**config.mk**
```make
export PLATFORM = sky130hd
export DESIGN_NAME = text_tag_value_frame_parser
export DESIGN_NICKNAME = d
export VERILOG_FILES = /design/src/hdl/ttvfp_pkg.sv /design/src/hdl/ttvfp_front.sv /design/src/hdl/ttvfp_back.sv /design/src/hdl/text_tag_value_frame_parser.sv
export SDC_FILE = /design/constraint.sdc
export NUM_CORES = 1
export LEC_CHECK = 0
export BUFFER_PORTS_ARGS = -buffer_cell sky130_fd_sc_hd__buf_2
export CORE_ASPECT_RATIO = 0.6
export CORE_UTILIZATION = 45
export CTS_CLUSTER_DIAMETER = 60
export DETAILED_ROUTE_END_ITERATION = 6
export GPL_ROUTABILITY_DRIVEN = 0
export PLACE_DENSITY = 0.62
export REMOVE_ABC_BUFFERS = 1
export SLEW_MARGIN = 0
export SYNTH_ARGS = -nofsm -noshare
export SYNTH_HDL_FRONTEND = slang
export SYNTH_HIERARCHICAL = 1
export SYNTH_SLANG_ARGS = --single-unit
```
**constraint.sdc**
```tcl
create_clock -name clock -period 5.8 [get_ports clock]
set_input_delay 0.29 -clock clock [delete_from_list [all_inputs] [get_ports clock]]
set_output_delay 0.29 -clock clock [all_outputs]
set_load 0.02 [all_outputs]
```
**src/hdl/ttvfp_pkg.sv**
```systemverilog
// ----------------------------------------------------------------------------
// ttvfp_pkg
// shared types, constants and tag tables for the text tag/value frame parser
// ----------------------------------------------------------------------------
package ttvfp_pkg;

   localparam int DEF_MAX_FIELDS  = 32;
   localparam int DEF_TAG_CHARS   = 8;
   localparam int DEF_VALUE_CHARS = 16;
   localparam int NUM_TAGS        = 4;

   localparam logic [7:0] CHAR_CR    = 8'h0D;
   localparam logic [7:0] CHAR_LF    = 8'h0A;
   localparam logic [7:0] CHAR_TAB   = 8'h09;
   localparam logic [7:0] CHAR_VT    = 8'h0B;
   localparam logic [7:0] CHAR_FF    = 8'h0C;
   localparam logic [7:0] CHAR_SPACE = 8'h20;
   localparam logic [7:0] CHAR_PLUS  = 8'h2B;
   localparam logic [7:0] CHAR_MINUS = 8'h2D;
   localparam logic [7:0] CHAR_ZERO  = 8'h30;
   localparam logic [7:0] CHAR_NINE  = 8'h39;

   localparam logic [31:0] SAT_POS = 32'h7FFF_FFFF;
   localparam logic [35:0] SAT_MAG = 36'h0_8000_0000;

   localparam logic [1:0] TAG_PPV = 2'd0;
   localparam logic [1:0] TAG_V   = 2'd1;
   localparam logic [1:0] TAG_ERR = 2'd2;
   localparam logic [1:0] TAG_CS  = 2'd3;

   typedef enum logic [1:0] {
      KIND_CHAR,
      KIND_CR,
      KIND_LF,
      KIND_TAB
   } kind_type;

   typedef enum logic [1:0] {
      PHASE_IDLE,
      PHASE_TAG,
      PHASE_VALUE
   } phase_type;

   typedef enum logic [1:0] {
      STAGE_LEAD,
      STAGE_DIGITS,
      STAGE_DONE
   } stage_type;

   typedef struct packed {
      logic [7:0] data;
      kind_type   kind;
      logic       last;
   } item_type;

   function automatic logic [1:0] cand_len(input logic [1:0] k);
      logic [1:0] len;
      unique case (k)
         TAG_PPV: len = 2'd3;
         TAG_V:   len = 2'd1;
         TAG_ERR: len = 2'd3;
         TAG_CS:  len = 2'd2;
         default: len = 2'd0;
      endcase
      return len;
   endfunction

   function automatic logic [7:0] cand_char(input logic [1:0] k, input logic [1:0] pos);
      logic [7:0] c;
      unique case ({k, pos})
         {TAG_PPV, 2'd0}: c = "P";
         {TAG_PPV, 2'd1}: c = "P";
         {TAG_PPV, 2'd2}: c = "V";
         {TAG_V,   2'd0}: c = "V";
         {TAG_ERR, 2'd0}: c = "E";
         {TAG_ERR, 2'd1}: c = "R";
         {TAG_ERR, 2'd2}: c = "R";
         {TAG_CS,  2'd0}: c = "C";
         {TAG_CS,  2'd1}: c = "S";
         default:         c = 8'h00;
      endcase
      return c;
   endfunction

endpackage

```
**src/hdl/ttvfp_front.sv**
```systemverilog
// ----------------------------------------------------------------------------
// ttvfp_front
// accepts request bytes, classifies control characters and queues them
// ----------------------------------------------------------------------------
module ttvfp_front (
   input  logic                clock,
   input  logic                reset,
   input  logic                req_tvalid,
   output logic                req_tready,
   input  logic [7:0]          req_tdata,
   input  logic                req_tlast,
   output logic                item_valid,
   input  logic                item_ready,
   output ttvfp_pkg::item_type item
);
   import ttvfp_pkg::*;

   localparam int QUEUE_DEPTH = 2;
   localparam int PW = $clog2(QUEUE_DEPTH);
   localparam int CW = $clog2(QUEUE_DEPTH + 1);

   item_type        queue_ff [QUEUE_DEPTH];
   logic [PW-1:0]   wr_ptr_ff, wr_ptr_in;
   logic [PW-1:0]   rd_ptr_ff, rd_ptr_in;
   logic [CW-1:0]   count_ff, count_in;
   item_type        entry;
   logic            push;
   logic            pop;

   always_comb begin
      entry.data = req_tdata;
      entry.last = req_tlast;
      unique case (req_tdata)
         CHAR_CR:  entry.kind = KIND_CR;
         CHAR_LF:  entry.kind = KIND_LF;
         CHAR_TAB: entry.kind = KIND_TAB;
         default:  entry.kind = KIND_CHAR;
      endcase
   end

   assign req_tready = (count_ff != CW'(QUEUE_DEPTH));
   assign item_valid = (count_ff != '0);
   assign item       = queue_ff[rd_ptr_ff];
   assign push       = req_tvalid && req_tready;
   assign pop        = item_valid && item_ready;

   always_comb begin
      wr_ptr_in = push ? wr_ptr_ff + 1'b1 : wr_ptr_ff;
      rd_ptr_in = pop ? rd_ptr_ff + 1'b1 : rd_ptr_ff;
      count_in  = count_ff;
      if (push && !pop) begin
         count_in = count_ff + 1'b1;
      end else if (pop && !push) begin
         count_in = count_ff - 1'b1;
      end
   end

   always_ff @(posedge clock) begin
      if (reset) begin
         wr_ptr_ff <= '0;
         rd_ptr_ff <= '0;
         count_ff  <= '0;
      end else begin
         wr_ptr_ff <= wr_ptr_in;
         rd_ptr_ff <= rd_ptr_in;
         count_ff  <= count_in;
      end
   end

   always_ff @(posedge clock) begin
      if (push) begin
         queue_ff[wr_ptr_ff] <= entry;
      end
   end

`ifndef SYNTH
   a_count_bound: assert property (@(posedge clock) disable iff (reset)
      count_ff <= CW'(QUEUE_DEPTH))
      else $error("queue count over depth");

   a_push_grows: assert property (@(posedge clock) disable iff (reset)
      (push && !pop) |=> (count_ff == $past(count_ff) + 1'b1))
      else $error("queue count did not grow on push");
`endif

endmodule

```
**src/hdl/ttvfp_back.sv**
```systemverilog
// ----------------------------------------------------------------------------
// ttvfp_back
// tag matching, value parsing, checksum and commit of held values
// ----------------------------------------------------------------------------
module ttvfp_back #(
   parameter int MAX_FIELDS  = ttvfp_pkg::DEF_MAX_FIELDS,
   parameter int TAG_CHARS   = ttvfp_pkg::DEF_TAG_CHARS,
   parameter int VALUE_CHARS = ttvfp_pkg::DEF_VALUE_CHARS
) (
   input  logic                clock,
   input  logic                reset,
   input  logic                item_valid,
   output logic                item_ready,
   input  ttvfp_pkg::item_type item,
   output logic                rsp_valid,
   input  logic                rsp_ready,
   output logic                checksum_ok,
   output logic [31:0]         power_watts,
   output logic [31:0]         voltage_millivolts,
   output logic [31:0]         error_code,
   output logic [31:0]         charge_state,
   output logic                fields_dropped
);
   import ttvfp_pkg::*;

   localparam int TCW = $clog2(TAG_CHARS + 1);
   localparam int VCW = $clog2(VALUE_CHARS + 1);
   localparam int FCW = $clog2(MAX_FIELDS + 1);

   phase_type              phase_ff, phase_in, phase_post;
   logic [TCW-1:0]         tag_count_ff, tag_count_in, tag_count_post;
   logic [NUM_TAGS-1:0]    tag_match_ff, tag_match_in, tag_match_post;
   logic                   tag_overlong_ff, tag_overlong_in, tag_overlong_post;
   logic [VCW-1:0]         value_chars_ff, value_chars_in, value_chars_post;
   logic [31:0]            value_accum_ff, value_accum_in, value_accum_post;
   stage_type              stage_ff, stage_in, stage_post;
   logic                   neg_ff, neg_in, neg_post;
   logic [FCW-1:0]         field_count_ff, field_count_in;
   logic [7:0]             byte_sum_ff, byte_sum_in, byte_sum_post;
   logic                   dropped_ff, dropped_in, dropped_post;
   logic [31:0]            pending_ff [NUM_TAGS];
   logic [31:0]            pending_in [NUM_TAGS];
   logic [NUM_TAGS-1:0]    pending_valid_ff, pending_valid_in, pending_valid_new;
   logic [31:0]            held_ff [NUM_TAGS];
   logic [31:0]            held_in [NUM_TAGS];
   logic                   ok_ff, ok_in;
   logic                   drop_out_ff, drop_out_in;
   logic                   rsp_valid_ff, rsp_valid_in;

   logic                   pop;
   logic                   finish;
   logic                   is_digit;
   logic [35:0]            product;
   logic [31:0]            digit_accum;
   logic [31:0]            field_value;
   logic                   sum_ok;

   assign item_ready = !item.last || !rsp_valid_ff || rsp_ready;
   assign pop        = item_valid && item_ready;

   assign is_digit = (item.data >= CHAR_ZERO) && (item.data <= CHAR_NINE);
   assign product  = ({4'b0, value_accum_ff} << 3) + ({4'b0, value_accum_ff} << 1)
                   + {32'b0, item.data[3:0]};
   assign digit_accum = (product > SAT_MAG) ? SAT_MAG[31:0] : product[31:0];

   always_comb begin
      phase_post        = phase_ff;
      tag_count_post    = tag_count_ff;
      tag_match_post    = tag_match_ff;
      tag_overlong_post = tag_overlong_ff;
      value_chars_post  = value_chars_ff;
      value_accum_post  = value_accum_ff;
      stage_post        = stage_ff;
      neg_post          = neg_ff;
      dropped_post      = dropped_ff;
      byte_sum_post     = byte_sum_ff + item.data;

      unique case (item.kind)
         KIND_CR: begin
         end
         KIND_LF, KIND_TAB: begin
            if (field_count_ff >= FCW'(MAX_FIELDS)) begin
               dropped_post = 1'b1;
            end
            phase_post = (item.kind == KIND_LF) ? PHASE_TAG : PHASE_VALUE;
         end
         default: begin
            if (phase_ff == PHASE_TAG) begin
               if (tag_count_ff >= TCW'(TAG_CHARS)) begin
                  tag_overlong_post = 1'b1;
                  tag_match_post    = '0;
               end else begin
                  for (int k = 0; k < NUM_TAGS; k++) begin
                     if ((tag_count_ff >= TCW'(cand_len(2'(k))))
                         || (item.data != cand_char(2'(k), tag_count_ff[1:0]))) begin
                        tag_match_post[k] = 1'b0;
                     end
                  end
                  tag_count_post = tag_count_ff + 1'b1;
               end
            end else if (phase_ff == PHASE_VALUE) begin
               if (value_chars_ff < VCW'(VALUE_CHARS)) begin
                  value_chars_post = value_chars_ff + 1'b1;
                  unique case (stage_ff)
                     STAGE_LEAD: begin
                        priority if (item.data == CHAR_SPACE || item.data == CHAR_VT
                                     || item.data == CHAR_FF) begin
                           stage_post = STAGE_LEAD;
                        end else if (item.data == CHAR_PLUS) begin
                           stage_post = STAGE_DIGITS;
                        end else if (item.data == CHAR_MINUS) begin
                           stage_post = STAGE_DIGITS;
                           neg_post   = 1'b1;
                        end else if (is_digit) begin
                           stage_post       = STAGE_DIGITS;
                           value_accum_post = digit_accum;
                        end else begin
                           stage_post = STAGE_DONE;
                        end
                     end
                     STAGE_DIGITS: begin
                        if (is_digit) begin
                           value_accum_post = digit_accum;
                        end else begin
                           stage_post = STAGE_DONE;
                        end
                     end
                     default: begin
                     end
                  endcase
               end
            end
         end
      endcase
   end

   assign finish = (phase_post != PHASE_IDLE) && ((item.kind == KIND_CR) || item.last);
   assign field_value = neg_post ? (32'd0 - value_accum_post)
                      : ((value_accum_post > SAT_POS) ? SAT_POS : value_accum_post);
   assign sum_ok = (byte_sum_post == 8'd0);

   always_comb begin
      pending_in        = pending_ff;
      pending_valid_new = pending_valid_ff;
      if (finish && (field_count_ff < FCW'(MAX_FIELDS)) && !tag_overlong_post) begin
         for (int k = 0; k < NUM_TAGS; k++) begin
            if (tag_match_post[k] && (tag_count_post == TCW'(cand_len(2'(k))))) begin
               pending_in[k]        = field_value;
               pending_valid_new[k] = 1'b1;
            end
         end
      end
   end

   always_comb begin
      phase_in         = phase_ff;
      tag_count_in     = tag_count_ff;
      tag_match_in     = tag_match_ff;
      tag_overlong_in  = tag_overlong_ff;
      value_chars_in   = value_chars_ff;
      value_accum_in   = value_accum_ff;
      stage_in         = stage_ff;
      neg_in           = neg_ff;
      field_count_in   = field_count_ff;
      byte_sum_in      = byte_sum_ff;
      dropped_in       = dropped_ff;
      pending_valid_in = pending_valid_ff;
      held_in          = held_ff;
      ok_in            = ok_ff;
      drop_out_in      = drop_out_ff;
      rsp_valid_in     = rsp_valid_ff && !rsp_ready;

      if (pop) begin
         if (item.last) begin
            for (int k = 0; k < NUM_TAGS; k++) begin
               if (sum_ok && pending_valid_new[k]) begin
                  held_in[k] = pending_in[k];
               end
            end
            ok_in            = sum_ok;
            drop_out_in      = dropped_post;
            rsp_valid_in     = 1'b1;
            phase_in         = PHASE_IDLE;
            tag_count_in     = '0;
            tag_match_in     = '1;
            tag_overlong_in  = 1'b0;
            value_chars_in   = '0;
            value_accum_in   = '0;
            stage_in         = STAGE_LEAD;
            neg_in           = 1'b0;
            field_count_in   = '0;
            byte_sum_in      = '0;
            dropped_in       = 1'b0;
            pending_valid_in = '0;
         end else begin
            byte_sum_in      = byte_sum_post;
            dropped_in       = dropped_post;
            pending_valid_in = pending_valid_new;
            if (finish) begin
               phase_in        = PHASE_IDLE;
               tag_count_in    = '0;
               tag_match_in    = '1;
               tag_overlong_in = 1'b0;
               value_chars_in  = '0;
               value_accum_in  = '0;
               stage_in        = STAGE_LEAD;
               neg_in          = 1'b0;
               if (field_count_ff < FCW'(MAX_FIELDS)) begin
                  field_count_in = field_count_ff + 1'b1;
               end
            end else begin
               phase_in        = phase_post;
               tag_count_in    = tag_count_post;
               tag_match_in    = tag_match_post;
               tag_overlong_in = tag_overlong_post;
               value_chars_in  = value_chars_post;
               value_accum_in  = value_accum_post;
               stage_in        = stage_post;
               neg_in          = neg_post;
            end
         end
      end
   end

   always_ff @(posedge clock) begin
      if (reset) begin
         phase_ff         <= PHASE_IDLE;
         tag_count_ff     <= '0;
         tag_match_ff     <= '1;
         tag_overlong_ff  <= 1'b0;
         value_chars_ff   <= '0;
         value_accum_ff   <= '0;
         stage_ff         <= STAGE_LEAD;
         neg_ff           <= 1'b0;
         field_count_ff   <= '0;
         byte_sum_ff      <= '0;
         dropped_ff       <= 1'b0;
         pending_valid_ff <= '0;
         ok_ff            <= 1'b0;
         drop_out_ff      <= 1'b0;
         rsp_valid_ff     <= 1'b0;
         for (int k = 0; k < NUM_TAGS; k++) begin
            held_ff[k] <= '0;
         end
      end else begin
         phase_ff         <= phase_in;
         tag_count_ff     <= tag_count_in;
         tag_match_ff     <= tag_match_in;
         tag_overlong_ff  <= tag_overlong_in;
         value_chars_ff   <= value_chars_in;
         value_accum_ff   <= value_accum_in;
         stage_ff         <= stage_in;
         neg_ff           <= neg_in;
         field_count_ff   <= field_count_in;
         byte_sum_ff      <= byte_sum_in;
         dropped_ff       <= dropped_in;
         pending_valid_ff <= pending_valid_in;
         ok_ff            <= ok_in;
         drop_out_ff      <= drop_out_in;
         rsp_valid_ff     <= rsp_valid_in;
         held_ff          <= held_in;
      end
   end

   always_ff @(posedge clock) begin
      if (pop) begin
         pending_ff <= pending_in;
      end
   end

   assign rsp_valid          = rsp_valid_ff;
   assign checksum_ok        = ok_ff;
   assign power_watts        = held_ff[TAG_PPV];
   assign voltage_millivolts = held_ff[TAG_V];
   assign error_code         = held_ff[TAG_ERR];
   assign charge_state       = held_ff[TAG_CS];
   assign fields_dropped     = drop_out_ff;

`ifndef SYNTH
   a_end_gives_rsp: assert property (@(posedge clock) disable iff (reset)
      (pop && item.last) |=> rsp_valid_ff)
      else $error("frame end did not raise a response");

   a_held_stable: assert property (@(posedge clock) disable iff (reset)
      (rsp_valid_ff && !rsp_ready) |=> $stable(held_ff[TAG_PPV]) && $stable(held_ff[TAG_CS]))
      else $error("held values changed under a stalled response");
`endif

endmodule

```
**src/hdl/text_tag_value_frame_parser.sv**
```systemverilog
// path: a byte is registered in the front queue before it reaches the parser; the
// response is registered in the back once the frame's last byte is accepted there
// throughput: one byte per cycle, with the combinational multiply-by-ten step
// of the value accumulator and a two-entry queue between front and back;
// a frame's last byte waits while the previous response is not yet taken
// reset: synchronous; clears the parser, the queue and the held values to zero
// ----------------------------------------------------------------------------
// text_tag_value_frame_parser
// byte-stream parser for tag/value text frames with checksum-gated commit
// ----------------------------------------------------------------------------
module text_tag_value_frame_parser #(
   parameter int MAX_FIELDS  = ttvfp_pkg::DEF_MAX_FIELDS,
   parameter int TAG_CHARS   = ttvfp_pkg::DEF_TAG_CHARS,
   parameter int VALUE_CHARS = ttvfp_pkg::DEF_VALUE_CHARS
) (
   input  logic         clock,
   input  logic         reset,
   input  logic         req_tvalid,
   output logic         req_tready,
   input  logic [7:0]   req_tdata,   // rx_byte
   input  logic         req_tlast,   // frame_end
   output logic         rsp_tvalid,
   input  logic         rsp_tready,
   output logic [135:0] rsp_tdata    // checksum_ok, power_watts, voltage_millivolts,
                                     // error_code, charge_state, fields_dropped, pad
);
   import ttvfp_pkg::*;

   item_type    item;
   logic        item_valid;
   logic        item_ready;
   logic        checksum_ok;
   logic [31:0] power_watts;
   logic [31:0] voltage_millivolts;
   logic [31:0] error_code;
   logic [31:0] charge_state;
   logic        fields_dropped;

   ttvfp_front u_front (
      .clock      (clock),
      .reset      (reset),
      .req_tvalid (req_tvalid),
      .req_tready (req_tready),
      .req_tdata  (req_tdata),
      .req_tlast  (req_tlast),
      .item_valid (item_valid),
      .item_ready (item_ready),
      .item       (item)
   );

   ttvfp_back #(
      .MAX_FIELDS  (MAX_FIELDS),
      .TAG_CHARS   (TAG_CHARS),
      .VALUE_CHARS (VALUE_CHARS)
   ) u_back (
      .clock              (clock),
      .reset              (reset),
      .item_valid         (item_valid),
      .item_ready         (item_ready),
      .item               (item),
      .rsp_valid          (rsp_tvalid),
      .rsp_ready          (rsp_tready),
      .checksum_ok        (checksum_ok),
      .power_watts        (power_watts),
      .voltage_millivolts (voltage_millivolts),
      .error_code         (error_code),
      .charge_state       (charge_state),
      .fields_dropped     (fields_dropped)
   );

   assign rsp_tdata = {6'b0, fields_dropped, charge_state, error_code,
                       voltage_millivolts, power_watts, checksum_ok};

endmodule
```
==> metrics.log <==
INFO  metric layoutNonFillerInstCount = 3079
INFO  metric ys_seq_area_frac = 0.446
INFO  metric numPortBuffers = 144
INFO  metric detail_route.drc_violations = 0
INFO  metric flops_latches_synth = 356
INFO  metric critical_path_source_type = register
INFO  metric grt_setup_unrepaired = true
INFO  metric netlist-cell-type-count = 99
INFO  metric initial_antenna_violation_count = 1
INFO  metric die_h = 163 um
INFO  metric instance_count_after_placement_with_tap_cells_included = 2972
INFO  metric antenna-diode-count = 0
INFO  metric start_util = 0.459
INFO  metric vdd.ir_drop.worst = 0.000551 V
INFO  metric wire_length_of_the_first_global_routing_pass = 102000 um
INFO  metric first_pass_iters = 6
INFO  metric crit_chain = mux2_4, inv_4, fa_1, fa_2, nor2b_4, o31ai_4, a21boi_2, buf_4, or3_4, a211oi_4, nand4b_1, or3_4, o41a_1, buf_4, buf_4, buf_4, o211a_2, buf_4, a41o_1, mux2i_2, buf_4, nand2_1, a311oi_1
INFO  metric tightest_slew = 1.06 ns
INFO  metric finalWorstPathRequiredPeriod = 5.72 ns
INFO  metric cts.root.buffer_cell = clkbuf_16
INFO  metric fp.coreArea = 0.0421 mm^2
INFO  metric critical-path-slowest-cell = fa_1
INFO  metric maximum_number_of_pins_on_one_net_before_global_route_repair = 87
INFO  metric ys_async_sr_fraction = 0
INFO  metric critical_path.max_stage_delay = 0.59 ns
INFO  metric post-dp-hpwl = 46400 um
INFO  metric fp.dieW = 270 um
INFO  metric syn_to_final_growth = 26.3%
INFO  metric io_pins = 151
INFO  metric crit_fanout = 9
INFO  metric critPathArrivalTime = 6.17 ns
INFO  metric totalNegativeSetupSlack = 0 ns
INFO  metric gr-total-overflow = 0
INFO  metric timing.final.max_slew_violations = 0
INFO  metric worst_clock_skew = 0.0311 ns
INFO  metric finalSetupViolCount = 0
INFO  metric status = finished, final reports clean
INFO  metric drt-total-wl = 65900 um
INFO  metric detail_route.iter0.violations = 2206
INFO  metric clock_tree_from_tritoncts = done
INFO  metric cellPowerDensity = 312 mW/mm^2
INFO  metric max_freq = 175 MHz
INFO  metric tritoncts.num_buffers = 36
INFO  metric layout-drive-gt1-share = 0.272
INFO  metric yosysWarnings = 6
INFO  metric hold_viol_final = 0
INFO  metric cp.required = 6.25 ns
INFO  metric crit_type = reg2reg
INFO  metric ys_dominant_reg_cell = dfxtp_1
INFO  metric cap_violations = 0
INFO  metric htree_levels = 2
INFO  metric endpoint_kind = register
INFO  metric first_global_vias = 17770
INFO  metric number_of_flops_mapped_to_enable_cells_by_yosys = 150
INFO  metric clock_tree.buffer_depth = 3
INFO  metric detailroute.via_count = 18811
INFO  metric critPathMostFrequentCell = buf_4
INFO  metric final_net_count = 2577
INFO  metric vias_per_cell = 6.11
INFO  metric slew-limit-headroom = 0.292
INFO  metric avgRoutedWirePerCell = 21.4 um
INFO  metric power.leakage = 10.3 nW
INFO  metric hold_path_class = in2reg
INFO  metric synth.avg_cell_area = 9.04 um^2
INFO  metric clkSinkCount = 356
INFO  metric worst_skew_pair.late_latency = 0.55 ns
INFO  metric row_count = 58
INFO  metric syn-cell-area = 0.0193 mm^2
INFO  metric finalCritPeriodShare = 0.987
INFO  metric postSynthCellCount = 2139
INFO  metric cts.reportedPaths.clkPinSlew = 0.06 ns
INFO  metric global_route.usage.total = 0.293
INFO  metric ant_nets = 0
INFO  metric fp.dieArea = 0.0438 mm^2
-- where the power goes --
group	leakage (nW)	internal, mW	switching (mW)
Sequential	3.09	3.40	0.172
Clock	0.577	1.32	1.03
Combinational	6.64	0.504	1.19
-- synth_stat cells, types with 19 or more instances --
master,number,area (um^2)
o211ai_1,20,150
dfxtp_1,206,4120
inv_1,30,113
o21ai_0,171,856
edfxtp_1,150,4500
a21oi_1,103,515
or3_1,19,119
a311oi_1,34,298
mux2_2,32,360
a31oi_1,78,488
a22oi_1,40,300
nand4_1,30,188
ha_1,80,1000
nor2_1,215,807
nor3_1,43,215
nand2_1,305,1140
clkbuf_1,119,447
nand3_1,49,245
xnor2_1,31,272
and4_1,35,307
o21a_1,19,143
xor2_1,24,210
-- cell families after synthesis --
family                   Yosys count  share of synthesized area
flip-flops                       356                      0.446
AND/OR/NAND/NOR                  804                      0.197
AO/OA/AOI/OAI                    622                      0.215
other                              1                   0.000194
buffers and inverters            174                     0.0363
XOR/XNOR                          55                     0.0249
adder cells (fa/ha/maj)           83                     0.0549
multiplexers                      44                     0.0250
-- critical path, delay by kind of cell (launching register included) --
family,cells,cell delay (ns)
AOI/OAI and AO/OA,7,1.93
and+or+nand+nor,5,1.10
buffers and inverters,7,0.97
adders and majority gates,2,0.84
muxes,2,0.42
DFF,1,0.36
-- final timing paths --
kind	start	end	slack, ns	cells past startpoint
worst min-delay path	rsp_tready	u_back/rsp_valid	0.02	3
worst max register to register	register	u_back/charge_state[15]	0.08	23
worst max-delay path	register	u_back/charge_state[15]	0.08	23
worst min register to register	u_back/charge_state[0]	u_back/charge_state[0]	0.46	2
-- placed cells by master, fill, tap and decap left out, types with 10 or more instances in the layout --
cell type and count:
buf_4 280, a21o_1 14, nor3_1 36, a311oi_1 26, nand2_1 298, nor4_1 13
a31oi_1 75, or3_1 16, xor2_1 23, nor2_1 211, mux2_2 29, and4_1 33
o21ai_0 140, o21a_1 15, xnor2_1 26, dfxtp_1 205, edfxtp_1 150, nand3_1 43
clkbuf_16 36, o21ai_2 15, nand2b_1 12, a22oi_1 39, buf_2 143, ha_1 74
inv_1 23, nand4_1 30, a21oi_1 99, o31ai_1 12, buf_6 10, and2_1 12
o211ai_1 20, o21ai_1 25, nor2b_1 12
-- area by class of cell --
cell class              instances  area [um^2]
well taps                     570          713
multi-input cells            1614        10700
clock inverters                16          159
fillers                      3734        17700
clock buffers                  50         1000
repair buffers                443         3040
inverters                      30          120
flip-flops and latches        356         8630
-- through the flow --
stage / instance area, um^2 / worst slack [ns] / utilization / total power, mW / hold slack (ns)
CTS: 23800 / -0.0233 / 0.566 / 7.56 / 0.00394
global route: 24400 / -0.116 / 0.580 / 7.97 / 0.00688
finish: 24400 / 0.0763 / 0.580 / 7.61 / 0.0238
detailed placement: 22200 / -0.559 / 0.527 / 5.21 / 0.449
global placement: 22200 / -0.350 / 0.527 / 5.13 / 0.443
floorplan: 18800 / -2.58 / - / 4.71 / 0.358
-- sequential cells by signal, indices dropped and copies added, names as in the netlist, named ones only --
register                   cells
u_back/power_watts            32
u_back/phase_ff                2
u_front/queue_ff              22
u_back/pending_ff            128
u_back/tag_count_ff            4
u_front/rd_ptr_ff              1
u_back/value_chars_ff          5
u_front/count_ff               2
u_back/dropped_ff              1
u_back/pending_valid_ff        4
u_back/fields_dropped          1
u_back/voltage_millivolts     32
u_back/byte_sum_ff             8
u_back/tag_match_ff            4
u_back/tag_overlong_ff         1
u_back/rsp_valid               1
u_back/stage_ff                2
u_front/wr_ptr_ff              1
u_back/checksum_ok             1
u_back/neg_ff                  1
u_back/value_accum_ff         32
u_back/error_code             32
u_back/field_count_ff          6
u_back/charge_state           32
-- per-layer routing --
metal | global-route usage | wire, um
met1 | 0.438 | 30600
met2 | 0.432 | 27700
met3 | 0.0559 | 6150
met4 | 0.0702 | 1430
met5 | 0 | 13
-- repair_timing --
action / CTS / global route
buffers inserted: 23 / 13
setup endpoints to repair: 120 / 190
pin swaps: 28 / 64
gates resized for setup: 51 / 126
endpoints found under the hold margin: 18 / 0
hold buffers: 9 / 0
(Power assumes the default switching activity.)
